[src/sv/esl_pkg.sv]
// ============================================================================
// esl_pkg
// Shared types and constants of the signature-list parser.
// ============================================================================
package esl_pkg;

    localparam int LenBits     = 24;
    localparam int GuidBits    = 64;
    localparam int SizeBits    = 32;
    localparam int CfgIdxBits  = 3;
    localparam int CfgDataBits = 64;
    localparam int HdrBytes    = 28;
    localparam int OwnerBytes  = 16;
    localparam int HdrCntBits  = 5;
    localparam int DivCntBits  = $clog2(SizeBits);

    // Configuration register indexes.
    typedef enum logic [CfgIdxBits-1:0] {
        CFG_BLOB_LENGTH  = 3'd0,
        CFG_TYPE_A_LOW   = 3'd1,
        CFG_TYPE_A_HIGH  = 3'd2,
        CFG_TYPE_B_LOW   = 3'd3,
        CFG_TYPE_B_HIGH  = 3'd4,
        CFG_MATCH_ENABLE = 3'd5
    } t_cfg_idx;

    // Controller states.
    typedef enum logic [3:0] {
        ST_HDR,
        ST_CKA,
        ST_CKB,
        ST_CKC,
        ST_DIV,
        ST_CKEND,
        ST_SKIP,
        ST_LHDR,
        ST_OWNER,
        ST_DATA,
        ST_ERR,
        ST_DONE
    } t_state;

    // Datapath operations.
    typedef enum logic [2:0] {
        OP_NONE,
        OP_HDR,
        OP_CKA,
        OP_CKB,
        OP_CKC,
        OP_DIV
    } t_op;

    // Entry counter loads.
    typedef enum logic [1:0] {
        ELD_NONE,
        ELD_OWNER,
        ELD_DATA,
        ELD_HS
    } t_eld;

    // Region counter loads.
    typedef enum logic [1:0] {
        RLD_NONE,
        RLD_SKIP,
        RLD_EL
    } t_rld;

    typedef struct packed {
        t_op  op;
        logic advance;
        logic dec_region;
        logic dec_entry;
        t_eld eld;
        t_rld rld;
        logic set_match;
        logic match_val;
        logic emit;
        logic is_data;
        logic last;
        logic empty;
        logic done;
        logic err;
    } t_cmd;

    typedef struct packed {
        logic restart;
        logic slot_free;
        logic active;
        logic short_hdr;
        logic rem_one;
        logic hcnt_zero;
        logic hcnt_last;
        logic region_one;
        logic entry_one;
        logic es_is16;
        logic hs_zero;
        logic e1;
        logic e2;
        logic el_lt_es;
        logic div_last;
        logic rem_nz;
        logic match_a;
        logic match_b;
    } t_stat;

endpackage

[src/sv/esl_in_if.sv]
// ============================================================================
// esl_in_if
// Byte input channel of the signature-list parser.
// ============================================================================
interface esl_in_if;
    logic       valid;
    logic       ready;
    logic [7:0] byte_value;

    modport source (output valid, output byte_value, input ready);
    modport sink   (input valid, input byte_value, output ready);
endinterface

[src/sv/esl_out_if.sv]
// ============================================================================
// esl_out_if
// Result channel of the signature-list parser.
// ============================================================================
interface esl_out_if;
    logic       valid;
    logic       ready;
    logic [7:0] data_byte;
    logic       is_data;
    logic       type_index;
    logic       entry_last;
    logic       entry_empty;
    logic       blob_done;
    logic       blob_error;

    modport source (output valid, output data_byte, output is_data, output type_index,
                    output entry_last, output entry_empty, output blob_done,
                    output blob_error, input ready);
    modport sink   (input valid, input data_byte, input is_data, input type_index,
                    input entry_last, input entry_empty, input blob_done,
                    input blob_error, output ready);
endinterface

[src/sv/esl_ctrl.sv]
// ============================================================================
// esl_ctrl
// Parser state machine: sequences header capture, size checks and entries.
// ============================================================================
module esl_ctrl
    import esl_pkg::*;
(
    input  logic  i_clk,
    input  logic  i_rst_n,
    input  logic  i_in_valid,
    output logic  o_in_ready,
    input  t_stat i_stat,
    output t_cmd  o_cmd
);

    t_state r_state;
    t_state n_state;
    logic   accept_state;
    logic   work;

    // State register.
    always_ff @(posedge i_clk) begin
        if (!i_rst_n) begin
            r_state <= ST_HDR;
        end else begin
            r_state <= n_state;
        end
    end

    // Next state and commands.
    always_comb begin
        n_state = r_state;
        o_cmd   = '0;

        accept_state = (r_state inside {ST_HDR, ST_SKIP, ST_LHDR, ST_OWNER, ST_DATA,
                                        ST_ERR, ST_DONE});
        o_in_ready   = accept_state && i_stat.slot_free;
        work         = i_in_valid && o_in_ready && i_stat.active;

        case (r_state)
            ST_HDR: begin
                if (work) begin
                    if (i_stat.hcnt_zero && i_stat.short_hdr) begin
                        o_cmd.emit = 1'b1;
                        o_cmd.err  = 1'b1;
                        n_state    = ST_ERR;
                    end else begin
                        o_cmd.op      = OP_HDR;
                        o_cmd.advance = 1'b1;
                        if (i_stat.hcnt_last) begin
                            n_state = ST_CKA;
                        end
                    end
                end
            end
            ST_CKA: begin
                if (i_stat.slot_free) begin
                    o_cmd.op = OP_CKA;
                    n_state  = ST_CKB;
                end
            end
            ST_CKB: begin
                if (i_stat.slot_free) begin
                    if (i_stat.e1 || i_stat.e2) begin
                        o_cmd.emit = 1'b1;
                        o_cmd.err  = 1'b1;
                        n_state    = ST_ERR;
                    end else begin
                        o_cmd.op = OP_CKB;
                        n_state  = ST_CKC;
                    end
                end
            end
            ST_CKC: begin
                if (i_stat.slot_free) begin
                    if (i_stat.el_lt_es) begin
                        o_cmd.emit = 1'b1;
                        o_cmd.err  = 1'b1;
                        n_state    = ST_ERR;
                    end else begin
                        o_cmd.op = OP_CKC;
                        n_state  = ST_DIV;
                    end
                end
            end
            ST_DIV: begin
                o_cmd.op = OP_DIV;
                if (i_stat.div_last) begin
                    n_state = ST_CKEND;
                end
            end
            ST_CKEND: begin
                if (i_stat.slot_free) begin
                    if (i_stat.rem_nz) begin
                        o_cmd.emit = 1'b1;
                        o_cmd.err  = 1'b1;
                        n_state    = ST_ERR;
                    end else if (i_stat.match_a || i_stat.match_b) begin
                        o_cmd.set_match = 1'b1;
                        o_cmd.match_val = !i_stat.match_a;
                        o_cmd.rld       = RLD_EL;
                        if (i_stat.hs_zero) begin
                            o_cmd.eld = ELD_OWNER;
                            n_state   = ST_OWNER;
                        end else begin
                            o_cmd.eld = ELD_HS;
                            n_state   = ST_LHDR;
                        end
                    end else begin
                        o_cmd.rld = RLD_SKIP;
                        n_state   = ST_SKIP;
                    end
                end
            end
            ST_SKIP: begin
                if (work) begin
                    o_cmd.advance    = 1'b1;
                    o_cmd.dec_region = 1'b1;
                    if (i_stat.region_one) begin
                        if (i_stat.rem_one) begin
                            o_cmd.emit = 1'b1;
                            o_cmd.done = 1'b1;
                            n_state    = ST_DONE;
                        end else begin
                            n_state = ST_HDR;
                        end
                    end
                end
            end
            ST_LHDR: begin
                if (work) begin
                    o_cmd.advance   = 1'b1;
                    o_cmd.dec_entry = 1'b1;
                    if (i_stat.entry_one) begin
                        o_cmd.eld = ELD_OWNER;
                        n_state   = ST_OWNER;
                    end
                end
            end
            ST_OWNER: begin
                if (work) begin
                    o_cmd.advance    = 1'b1;
                    o_cmd.dec_region = 1'b1;
                    o_cmd.dec_entry  = 1'b1;
                    if (i_stat.entry_one) begin
                        if (i_stat.es_is16) begin
                            o_cmd.emit  = 1'b1;
                            o_cmd.last  = 1'b1;
                            o_cmd.empty = 1'b1;
                            if (i_stat.region_one) begin
                                o_cmd.done = i_stat.rem_one;
                                n_state    = i_stat.rem_one ? ST_DONE : ST_HDR;
                            end else begin
                                o_cmd.eld = ELD_OWNER;
                            end
                        end else begin
                            o_cmd.eld = ELD_DATA;
                            n_state   = ST_DATA;
                        end
                    end
                end
            end
            ST_DATA: begin
                if (work) begin
                    o_cmd.advance    = 1'b1;
                    o_cmd.dec_region = 1'b1;
                    o_cmd.dec_entry  = 1'b1;
                    o_cmd.emit       = 1'b1;
                    o_cmd.is_data    = 1'b1;
                    if (i_stat.entry_one) begin
                        o_cmd.last = 1'b1;
                        if (i_stat.region_one) begin
                            o_cmd.done = i_stat.rem_one;
                            n_state    = i_stat.rem_one ? ST_DONE : ST_HDR;
                        end else begin
                            o_cmd.eld = ELD_OWNER;
                            n_state   = ST_OWNER;
                        end
                    end
                end
            end
            default: begin
                // Error and done states drop every byte.
            end
        endcase

        // Writing the blob length starts a new blob.
        if (i_stat.restart) begin
            n_state = ST_HDR;
        end
    end

endmodule

[src/sv/esl_dp.sv]
// ============================================================================
// esl_dp
// Parser datapath: configuration, header fields, counters, size checks with a
// restoring remainder unit, and the output register.
// ============================================================================
module esl_dp
    import esl_pkg::*;
(
    input  logic                   i_clk,
    input  logic                   i_rst_n,
    input  logic                   i_cfg_we,
    input  logic [CfgIdxBits-1:0]  i_cfg_index,
    input  logic [CfgDataBits-1:0] i_cfg_data,
    input  logic [7:0]             i_byte_value,
    input  t_cmd                   i_cmd,
    output t_stat                  o_stat,
    esl_out_if.source              o_out
);

    localparam logic [SizeBits-1:0]   OwnerSize = SizeBits'(OwnerBytes);
    localparam logic [SizeBits-1:0]   HdrSize   = SizeBits'(HdrBytes);
    localparam logic [HdrCntBits-1:0] HdrLast   = HdrCntBits'(HdrBytes - 1);

    // Configuration registers.
    logic [LenBits-1:0]  r_len;
    logic [GuidBits-1:0] r_ta_lo, r_ta_hi, r_tb_lo, r_tb_hi;
    logic [1:0]          r_men;

    // Parse state.
    logic [LenBits-1:0]    r_offset;
    logic [LenBits-1:0]    r_start_rem;
    logic [HdrCntBits-1:0] r_hcnt;
    logic [GuidBits-1:0]   r_guid_lo, r_guid_hi;
    logic [SizeBits-1:0]   r_ls, r_hs, r_es;
    logic [SizeBits-1:0]   r_lsm, r_el;
    logic                  r_e1;
    logic [SizeBits-1:0]   r_region, r_entry;
    logic                  r_matched;

    // Remainder unit.
    logic [SizeBits:0]     r_div_rem;
    logic [SizeBits-1:0]   r_div_q;
    logic [DivCntBits-1:0] r_div_cnt;

    // Output register.
    logic       r_ov;
    logic [7:0] r_data;
    logic       r_is_data, r_tidx, r_last, r_empty, r_done, r_err;

    logic [LenBits-1:0] rem;
    logic [SizeBits:0]  trial;
    logic               restart;

    assign rem     = r_len - r_offset;
    assign trial   = {r_div_rem[SizeBits-1:0], r_div_q[SizeBits-1]};
    assign restart = i_cfg_we && (t_cfg_idx'(i_cfg_index) == CFG_BLOB_LENGTH);

    // Status toward the controller.
    always_comb begin
        o_stat.restart    = restart;
        o_stat.slot_free  = !r_ov || o_out.ready;
        o_stat.active     = r_offset < r_len;
        o_stat.short_hdr  = rem < LenBits'(HdrBytes);
        o_stat.rem_one    = rem == LenBits'(1);
        o_stat.hcnt_zero  = r_hcnt == '0;
        o_stat.hcnt_last  = r_hcnt == HdrLast;
        o_stat.region_one = r_region == SizeBits'(1);
        o_stat.entry_one  = r_entry == SizeBits'(1);
        o_stat.es_is16    = r_es == OwnerSize;
        o_stat.hs_zero    = r_hs == '0;
        o_stat.e1         = r_e1;
        o_stat.e2         = (r_hs > r_lsm) || (r_es < OwnerSize);
        o_stat.el_lt_es   = r_el < r_es;
        o_stat.div_last   = &r_div_cnt;
        o_stat.rem_nz     = r_div_rem != '0;
        o_stat.match_a    = r_men[0] && (r_guid_lo == r_ta_lo) && (r_guid_hi == r_ta_hi);
        o_stat.match_b    = r_men[1] && (r_guid_lo == r_tb_lo) && (r_guid_hi == r_tb_hi);
    end

    // Configuration writes.
    always_ff @(posedge i_clk) begin
        if (!i_rst_n) begin
            r_len   <= '0;
            r_ta_lo <= '0;
            r_ta_hi <= '0;
            r_tb_lo <= '0;
            r_tb_hi <= '0;
            r_men   <= '0;
        end else if (i_cfg_we) begin
            case (t_cfg_idx'(i_cfg_index))
                CFG_BLOB_LENGTH:  r_len   <= i_cfg_data[LenBits-1:0];
                CFG_TYPE_A_LOW:   r_ta_lo <= i_cfg_data;
                CFG_TYPE_A_HIGH:  r_ta_hi <= i_cfg_data;
                CFG_TYPE_B_LOW:   r_tb_lo <= i_cfg_data;
                CFG_TYPE_B_HIGH:  r_tb_hi <= i_cfg_data;
                CFG_MATCH_ENABLE: r_men   <= i_cfg_data[1:0];
                default: begin
                end
            endcase
        end
    end

    // Blob offset, header index and matched type.
    always_ff @(posedge i_clk) begin
        if (!i_rst_n || restart) begin
            r_offset  <= '0;
            r_hcnt    <= '0;
            r_matched <= 1'b0;
        end else begin
            if (i_cmd.advance) begin
                r_offset <= r_offset + LenBits'(1);
            end
            if (i_cmd.op == OP_HDR) begin
                r_hcnt <= (r_hcnt == HdrLast) ? '0 : r_hcnt + HdrCntBits'(1);
            end
            if (i_cmd.set_match) begin
                r_matched <= i_cmd.match_val;
            end
        end
    end

    // Header capture, size checks and remainder steps.
    always_ff @(posedge i_clk) begin
        case (i_cmd.op)
            OP_HDR: begin
                if (r_hcnt == '0) begin
                    r_start_rem <= rem;
                end
                if (r_hcnt < HdrCntBits'(8)) begin
                    r_guid_lo[8*r_hcnt[2:0] +: 8] <= i_byte_value;
                end else if (r_hcnt < HdrCntBits'(16)) begin
                    r_guid_hi[8*r_hcnt[2:0] +: 8] <= i_byte_value;
                end else if (r_hcnt < HdrCntBits'(20)) begin
                    r_ls[8*r_hcnt[1:0] +: 8] <= i_byte_value;
                end else if (r_hcnt < HdrCntBits'(24)) begin
                    r_hs[8*r_hcnt[1:0] +: 8] <= i_byte_value;
                end else begin
                    r_es[8*r_hcnt[1:0] +: 8] <= i_byte_value;
                end
            end
            OP_CKA: begin
                r_e1  <= (r_ls > SizeBits'(r_start_rem)) || (r_ls < HdrSize);
                r_lsm <= r_ls - HdrSize;
            end
            OP_CKB: begin
                r_el <= r_lsm - r_hs;
            end
            OP_CKC: begin
                r_div_rem <= '0;
                r_div_q   <= r_el;
                r_div_cnt <= '0;
            end
            OP_DIV: begin
                if (trial >= {1'b0, r_es}) begin
                    r_div_rem <= trial - {1'b0, r_es};
                end else begin
                    r_div_rem <= trial;
                end
                r_div_q   <= {r_div_q[SizeBits-2:0], 1'b0};
                r_div_cnt <= r_div_cnt + DivCntBits'(1);
            end
            default: begin
            end
        endcase
    end

    // Region and entry counters.
    always_ff @(posedge i_clk) begin
        case (i_cmd.rld)
            RLD_SKIP: r_region <= r_lsm;
            RLD_EL:   r_region <= r_el;
            default: begin
                if (i_cmd.dec_region) begin
                    r_region <= r_region - SizeBits'(1);
                end
            end
        endcase
        case (i_cmd.eld)
            ELD_OWNER: r_entry <= OwnerSize;
            ELD_DATA:  r_entry <= r_es - OwnerSize;
            ELD_HS:    r_entry <= r_hs;
            default: begin
                if (i_cmd.dec_entry) begin
                    r_entry <= r_entry - SizeBits'(1);
                end
            end
        endcase
    end

    // Output register; a result waits here until its transfer.
    always_ff @(posedge i_clk) begin
        if (!i_rst_n) begin
            r_ov <= 1'b0;
        end else if (i_cmd.emit) begin
            r_ov <= 1'b1;
        end else if (o_out.ready) begin
            r_ov <= 1'b0;
        end
    end

    always_ff @(posedge i_clk) begin
        if (i_cmd.emit) begin
            r_data    <= i_cmd.is_data ? i_byte_value : 8'd0;
            r_is_data <= i_cmd.is_data;
            r_tidx    <= (i_cmd.is_data || i_cmd.last) ? r_matched : 1'b0;
            r_last    <= i_cmd.last;
            r_empty   <= i_cmd.empty;
            r_done    <= i_cmd.done;
            r_err     <= i_cmd.err;
        end
    end

    assign o_out.valid       = r_ov;
    assign o_out.data_byte   = r_data;
    assign o_out.is_data     = r_is_data;
    assign o_out.type_index  = r_tidx;
    assign o_out.entry_last  = r_last;
    assign o_out.entry_empty = r_empty;
    assign o_out.blob_done   = r_done;
    assign o_out.blob_error  = r_err;

endmodule

[src/sv/efi_signature_list_parser_top.sv]
// ============================================================================
// efi_signature_list_parser_top
// Signature-list parser: walks a blob byte by byte and emits entry data.
// ============================================================================
// Usage:
//   Write the wanted type GUIDs and match_enable, then blob_length; writing
//   blob_length starts a new blob. Blob bytes then enter on i_in, one per
//   transfer. Results leave on o_out: entry data bytes, empty-entry markers,
//   and a single blob_done or blob_error.
// Timing:
//   Body bytes are taken at one per cycle while the output register can
//   take a result; each result is registered in the cycle after its transfer
//   in. After the last byte of each 28-byte sublist header the input pauses
//   while the size checks run, and longer if a result is still waiting in the
//   output register; the modulo check is a restoring remainder unit that takes
//   one bit per cycle over 32 bits.
// Reset and stalls:
//   Reset clears configuration to zero and waits for a header. A result
//   that is not taken holds the output register; the input keeps moving
//   only while that register is empty or being drained in the same cycle.
//   Bytes after the end of the blob, after done or after an error are
//   accepted and dropped.
// ============================================================================
module efi_signature_list_parser_top
    import esl_pkg::*;
(
    input  logic                   i_clk,
    input  logic                   i_rst_n,
    esl_in_if.sink                 i_in,
    esl_out_if.source              o_out,
    input  logic                   i_cfg_we,
    input  logic [CfgIdxBits-1:0]  i_cfg_index,
    input  logic [CfgDataBits-1:0] i_cfg_data
);

    t_cmd  cmd;
    t_stat stat;

    // Sequencing.
    esl_ctrl u_ctrl (
        .i_clk      (i_clk),
        .i_rst_n    (i_rst_n),
        .i_in_valid (i_in.valid),
        .o_in_ready (i_in.ready),
        .i_stat     (stat),
        .o_cmd      (cmd)
    );

    // Fields, counters, checks and results.
    esl_dp u_dp (
        .i_clk        (i_clk),
        .i_rst_n      (i_rst_n),
        .i_cfg_we     (i_cfg_we),
        .i_cfg_index  (i_cfg_index),
        .i_cfg_data   (i_cfg_data),
        .i_byte_value (i_in.byte_value),
        .i_cmd        (cmd),
        .o_stat       (stat),
        .o_out        (o_out)
    );

endmodule

[src/flat_wrapper.sv]
// flat-port wrapper written by rule: the top's interface ports become plain ports
module efi_signature_list_parser_top_flat import esl_pkg::*;
  (i_clk, i_rst_n, i_cfg_we, i_cfg_index, i_cfg_data, i_in_valid, i_in_byte_value, i_in_ready, o_out_valid, o_out_data_byte, o_out_is_data, o_out_type_index, o_out_entry_last, o_out_entry_empty, o_out_blob_done, o_out_blob_error, o_out_ready);
  esl_in_if i_in_i ();
  esl_out_if o_out_i ();
  input  logic i_clk;
  input  logic i_rst_n;
  input  logic i_cfg_we;
  input  logic [CfgIdxBits-1:0] i_cfg_index;
  input  logic [CfgDataBits-1:0] i_cfg_data;
  input wire logic [$bits(i_in_i.valid)-1:0] i_in_valid;
  input wire logic [$bits(i_in_i.byte_value)-1:0] i_in_byte_value;
  output wire logic [$bits(i_in_i.ready)-1:0] i_in_ready;
  output wire logic [$bits(o_out_i.valid)-1:0] o_out_valid;
  output wire logic [$bits(o_out_i.data_byte)-1:0] o_out_data_byte;
  output wire logic [$bits(o_out_i.is_data)-1:0] o_out_is_data;
  output wire logic [$bits(o_out_i.type_index)-1:0] o_out_type_index;
  output wire logic [$bits(o_out_i.entry_last)-1:0] o_out_entry_last;
  output wire logic [$bits(o_out_i.entry_empty)-1:0] o_out_entry_empty;
  output wire logic [$bits(o_out_i.blob_done)-1:0] o_out_blob_done;
  output wire logic [$bits(o_out_i.blob_error)-1:0] o_out_blob_error;
  input wire logic [$bits(o_out_i.ready)-1:0] o_out_ready;
  assign i_in_i.valid = i_in_valid;
  assign i_in_i.byte_value = i_in_byte_value;
  assign i_in_ready = i_in_i.ready;
  assign o_out_valid = o_out_i.valid;
  assign o_out_data_byte = o_out_i.data_byte;
  assign o_out_is_data = o_out_i.is_data;
  assign o_out_type_index = o_out_i.type_index;
  assign o_out_entry_last = o_out_i.entry_last;
  assign o_out_entry_empty = o_out_i.entry_empty;
  assign o_out_blob_done = o_out_i.blob_done;
  assign o_out_blob_error = o_out_i.blob_error;
  assign o_out_i.ready = o_out_ready;
  efi_signature_list_parser_top u_core (.i_clk(i_clk), .i_rst_n(i_rst_n), .i_in(i_in_i), .o_out(o_out_i), .i_cfg_we(i_cfg_we), .i_cfg_index(i_cfg_index), .i_cfg_data(i_cfg_data));
endmodule
[config.mk]
export PLATFORM = sky130hd
export DESIGN_NAME = efi_signature_list_parser_top_flat
export DESIGN_NICKNAME = d
export VERILOG_FILES = /design/src/sv/esl_pkg.sv /design/src/sv/esl_in_if.sv /design/src/sv/esl_out_if.sv /design/src/sv/esl_ctrl.sv /design/src/sv/esl_dp.sv /design/src/sv/efi_signature_list_parser_top.sv /design/src/flat_wrapper.sv
export SDC_FILE = /design/constraint.sdc
export NUM_CORES = 2
export LEC_CHECK = 0
export BUFFER_PORTS_ARGS = -buffer_cell sky130_fd_sc_hd__buf_2
export CAP_MARGIN = 20
export CORE_MARGIN = 2
export CORE_UTILIZATION = 45
export CTS_CLUSTER_DIAMETER = 200
export CTS_CLUSTER_SIZE = 20
export DETAILED_ROUTE_END_ITERATION = 12
export GPL_TIMING_DRIVEN = 0
export PLACE_DENSITY_LB_ADDON = 0.2
export SETUP_SLACK_MARGIN = 0.4
export SLEW_MARGIN = 40
export SYNTH_ARGS = -nofsm -noshare
export SYNTH_HDL_FRONTEND = slang
export SYNTH_HIERARCHICAL = 1
export SYNTH_SLANG_ARGS = --single-unit
[constraint.sdc]
create_clock -name i_clk -period 20.5 [get_ports i_clk]
set_clock_uncertainty 0.2 [all_clocks]
set_input_delay 0 -clock i_clk [delete_from_list [all_inputs] [get_ports i_clk]]
set_output_delay 0 -clock i_clk [all_outputs]
set_load 0.02 [all_outputs]
Word-level counts from Yosys, hierarchy flattened --
Cells that the tools add are included.
Storage, ports and cells: input port bits 80, register bits 778
Operators by class: order comparisons 12, $add $sub $neg 12, reductions and logical operators 46, multiplexer cells 97, eq/ne operators 49, shift operators 4, bitwise gates (word level) 5
Operators with widths (number):
- == test 64 bit | 4
- bitwise mux 64 bit | 2
- one-hot mux 32 bit (2 select lines) | 2
- 2-to-1 mux 4 bit | 25
- bitwise mux 32 bit | 3
- one-hot mux 32 bit (3 select lines) | 1
- one-hot mux 33 bit (2 select lines) | 1
- == test 32 x 1 -> 1 bit, second input constant | 2
- less-than comparator 32 x 5 -> 1 bit, second input constant | 2
- 2-to-1 mux 32 bit | 2
- variable shift 8 x 34 -> 64 bit, first input constant | 1
- indexed part select 8 x 34 -> 64 bit | 1
- subtractor 32 x 1 -> 32 bit, second input constant | 2
- subtractor 32 x 5 -> 32 bit, second input constant | 2
- one-hot mux 4 bit (10 select lines) | 1
- negation 5 -> 34 bit | 1
- negation 6 -> 34 bit | 1
- variable shift 8 x 34 -> 32 bit, first input constant | 1
- indexed part select 8 x 34 -> 32 bit | 1
- >= comparator 33 x 32 -> 1 bit | 1
- 2-to-1 mux 33 bit | 1
- nonzero test 33 bit | 1
- subtractor 33 x 32 -> 33 bit | 1
- == test 32 x 5 -> 1 bit, second input constant | 1
- other kinds (58) | 165

Depth between registers and ports, before layout --
depth in word-level cells 10, depth in mapped cells 26, gate-level depth less buffers 25

Cells and area by module --
Netlist, hierarchy kept.
By module, submodules not included:
- esl_dp | area each 39933.3 um2, times used 1, seq. area each 20109.3 um2, cells each 4041
- esl_ctrl | area each 840.8 um2, times used 1, seq. area each 80.1 um2, cells each 124

Worst setup path after synthesis --
Ideal clock, no wire load.
path kind reg2reg, start register u_core.u_dp.r_hs[2], end register u_core.u_dp.r_div_q[27] (data pin), required time 20170 ps, path buffers 2, cell stages (with the launch flop) 22, arrival time 7056 ps, clock period less this slack 7386 ps, setup slack 13114 ps, cell sequence edfxtp_1 -> inv_1 -> ha_1 -> nor2b_1 -> o2111ai_1 -> nand2_1 -> o41a_1 -> a31o_2 -> a21oi_1 -> o21ai_0 -> a21oi_1 -> nand4b_1 -> o211ai_1 -> nor3_1 -> mux2i_1 -> nor4b_1 -> nor2b_1 -> and2_1 -> clkbuf_1 -> buf_1 -> nand2_1 -> nand2_1
RTL lines:
- from (decl) | line esl_dp.sv:34 | logic [SizeBits-1:0] r_ls, r_hs, r_es;
- from (signal, indexed assignment) | line esl_dp.sv:136 | r_hs[8*r_hcnt[1:0] +: 8] <= i_byte_value;
- to (signal assigned) | line esl_dp.sv:150 | r_div_q <= r_el;
- to (signal assigned) | line esl_dp.sv:159 | r_div_q <= {r_div_q[SizeBits-2:0], 1'b0};
- to (decl) | line esl_dp.sv:42 | logic [SizeBits-1:0] r_div_q;

==> metrics <==
Critical Path Sink=u_core/u_dp/r_offset[23]; post-synth top area cell=edfxtp_1; HPWL after DPL=118 mm; CTS sink cnt=778; nets@finish=4690; CTS Root Cell=clkbuf_16; Max Buffers Root-to-Sink=3; GRT overflow=0; area of the die=93000 um^2; initial antenna violation count=8; CP Capture Type=flop; cell types occupying the most area after synthesis=edfxtp_1 (34%), dfxtp_1 (16%), nand2_1 (7.1%); Final Cell Area=45500 um^2; Routed Antenna Nets=0; most common cell in the netlist=nand2_1; Final Util=0.507; Leak=16.6 nW; critical path depth=20; first-pass GRT wire length=215 mm; Core ar.=89900 um^2; gp weighted congestion=1.07; WS Path Type=reg2reg; Slew @ Worst Pin=0.980 ns; final hold vios=0; worst skew pair latency=0.62 ns; status=complete, no violations; Seq cells post-synth=778; total track usage=0.317; worst reg2reg path endpoint=u_core/u_dp/r_offset[23]; pwr/cell area=64.0 nW/um^2; CTS tree=done; synthesized area per cell=9.79 um^2; dpl cell area=43100 um^2; startpoint types=flop; fmax=157 MHz; H-tree depth=2; total power=2.92 mW; Top delay family on crit path=simple AND/OR/NAND/NOR gates; Top FF cell, synth=edfxtp_1; Worst-path clk slew=0.09 ns; Vias/cell=5.88; # rows=110; peak supply drop=0.0000598 V; Die Span Y=305 um; Worst slew margin=0.346; Placement Setup Slack=14.11 ns; worst reg-to-reg setup slack=14.14 ns; post-synth top area share=0.340; crit-path max cell delay=0.68 ns; Hold WS=0.0258 ns; largest net degree at the start of global routing=33; fin crit period=6.36 ns; Area Overhead vs Synth=11.7%; yosys warns=6; DRT Pass-1 Iters=6; Mapped Area=40800 um^2; setup TNS=0 ns; synth unique cells=89; post-synth net total=4412; Chip Width=305 um; number of global-route vias before repair=31.7k; WP buf/inv=1; sequential-to-total area share from yosys stat=0.495; number of remaining DRC errors=0; Worst EP arrival=6.63 ns; RSZ-0062 raised after global routing=no; Async S/R FF share, synth=0; via count=33.2k; DR iter-0 viols=3555; cts repair resizes=0; DP Cell Count=5453; Final Cycle Share=0.310; max-cap violation count=0; Routed wire per std cell=26.6 um; Max FO, Critical Path=5; Reg2Reg Launch Point=u_core/u_dp/r_len[0]; Worst EP required=20.77 ns; top post-synthesis cells by count=nand2_1 (773), edfxtp_1 (461), dfxtp_1 (317); io pins=96; crit-path cells=inv_1 > ha_1 > fa_1 > nand2b_1 > a211oi_2 > nor2_1 > o31ai_2 > a211o_2 > a221oi_1 > a41oi_1 > and3_1 > nand2b_1 > a31oi_1 > and3_1 > and4_1 > nand3_1 > or3_1 > nor4_1 > xnor2_1 > nor2_1; count of final setup violators=0; Gate Count Post-Synth=4165; Post-synth EDFFs=461; Worst path slowest cell=a31oi_1; Setup crit start=u_core/u_dp/r_len[0]; Total Wirelength=150 mm; share of layout cells above drive strength 1=0.0548; Starting Density=0.454; non-filler instance count after layout=5645; TritonCTS Buffers=44; buffers added on ports=95; R2R cell count=20; Final Max Tran Viols=0; final setup margin=14.14 ns; HP Class=in2reg
repair_timing:
action / CTS / global route
hold endpoints to repair: 338 / 0
buffers inserted: 0 / 0
setup endpoints to repair: 0 / 0
hold buffers: 119 / 0
worst register-to-register path: cells and delay by family, from the launching register on:
kind / cells / cell delay (ns)
buffers and inverters: 1 / 0.05
adder cells (fa/ha/maj): 2 / 0.61
AO/OA/AOI/OAI: 6 / 2.25
AND/OR/NAND/NOR: 10 / 2.62
XOR/XNOR: 1 / 0.16
flip-flops: 1 / 0.34
sequential cells by signal, indices dropped and copies added, names as in the netlist, 33 cells and up:
| register | flops |
|---|---|
| u_core/u_dp/r_ta_hi | 64 |
| u_core/u_dp/r_div_rem | 33 |
| u_core/u_dp/r_guid_hi | 64 |
| u_core/u_dp/r_tb_lo | 64 |
| u_core/u_dp/r_guid_lo | 64 |
| u_core/u_dp/r_ta_lo | 64 |
| u_core/u_dp/r_tb_hi | 64 |
layer usage:
layer	vias to the layer above	GRT usage	part of all wire
li1	15300	-	-
met4	8	0.150	0.056
met3	357	0.0524	0.082
met1	16100	0.413	0.40
met5	-	0	0.00037
met2	1459	0.515	0.46
cells by family (layout without fill, tap and decap cells):
| group | Yosys count | count (layout) | synth area share |
|---|---|---|---|
| AO/OA/AOI/OAI | 884 | 884 | 0.155 |
| XOR/XNOR | 362 | 362 | 0.0778 |
| adder cells (fa/ha/maj) | 167 | 167 | 0.0518 |
| buffers and inverters | 424 | 726 | 0.0403 |
| flip-flops | 778 | 778 | 0.495 |
| multiplexers | 29 | 29 | 0.00712 |
| other | 0 | 2 | 0 |
| AND/OR/NAND/NOR | 1521 | 1521 | 0.173 |
worst min path at each step:
| stage | from | end | slack (ns) | cells past startpoint |
|---|---|---|---|---|
| floorplan | i_cfg_data[15] | u_core/u_dp/r_len[15] | -0.06 | 2 |
| global placement | i_cfg_data[50] | u_core/u_dp/r_tb_lo[50] | 0.09 | 3 |
| detailed placement | i_cfg_data[46] | u_core/u_dp/r_tb_hi[46] | 0.1 | 3 |
| CTS | i_cfg_data[39] | u_core/u_dp/r_tb_hi[39] | 0.001 | 4 |
| global route | i_cfg_data[35] | u_core/u_dp/r_tb_lo[35] | 0.04 | 4 |
| finish | i_cfg_data[54] | u_core/u_dp/r_tb_hi[54] | 0.03 | 4 |
final cells by class:
cell class | count | area [um^2]
sequential | 778 | 20200
antenna | 2 | 5.00
clock buffer | 68 | 1200
timing repair buffer | 232 | 1890
inverter | 246 | 923
fill | 8409 | 44300
multi-input combinational | 2963 | 19100
buffer | 178 | 734
clock inverter | 2 | 25.0
tap | 1176 | 1470
power by group:
part	switching (mW)	total (mW)	leakage, nW	internal [mW]
registers	0.0200	1.70	7.14	1.68
clock network	0.522	0.928	0.588	0.406
logic	0.188	0.289	8.91	0.101
placed cells by master (no fill, tap or decap), types with 53 or more instances in the layout:
master,instances
dfxtp_1,317
and2_1,112
a221oi_1,94
nor4_1,76
o21ai_0,60
a21boi_0,284
nand4_1,60
clkbuf_1,160
a21oi_1,157
nand2_1,772
nand3_1,55
nor3_1,64
a21o_1,53
inv_1,245
edfxtp_1,461
buf_2,102
dlygate4sd3_1,119
ha_1,164
xor2_1,142
nor2_1,194
xnor2_1,220
Power figures use the tool's default switching activity.
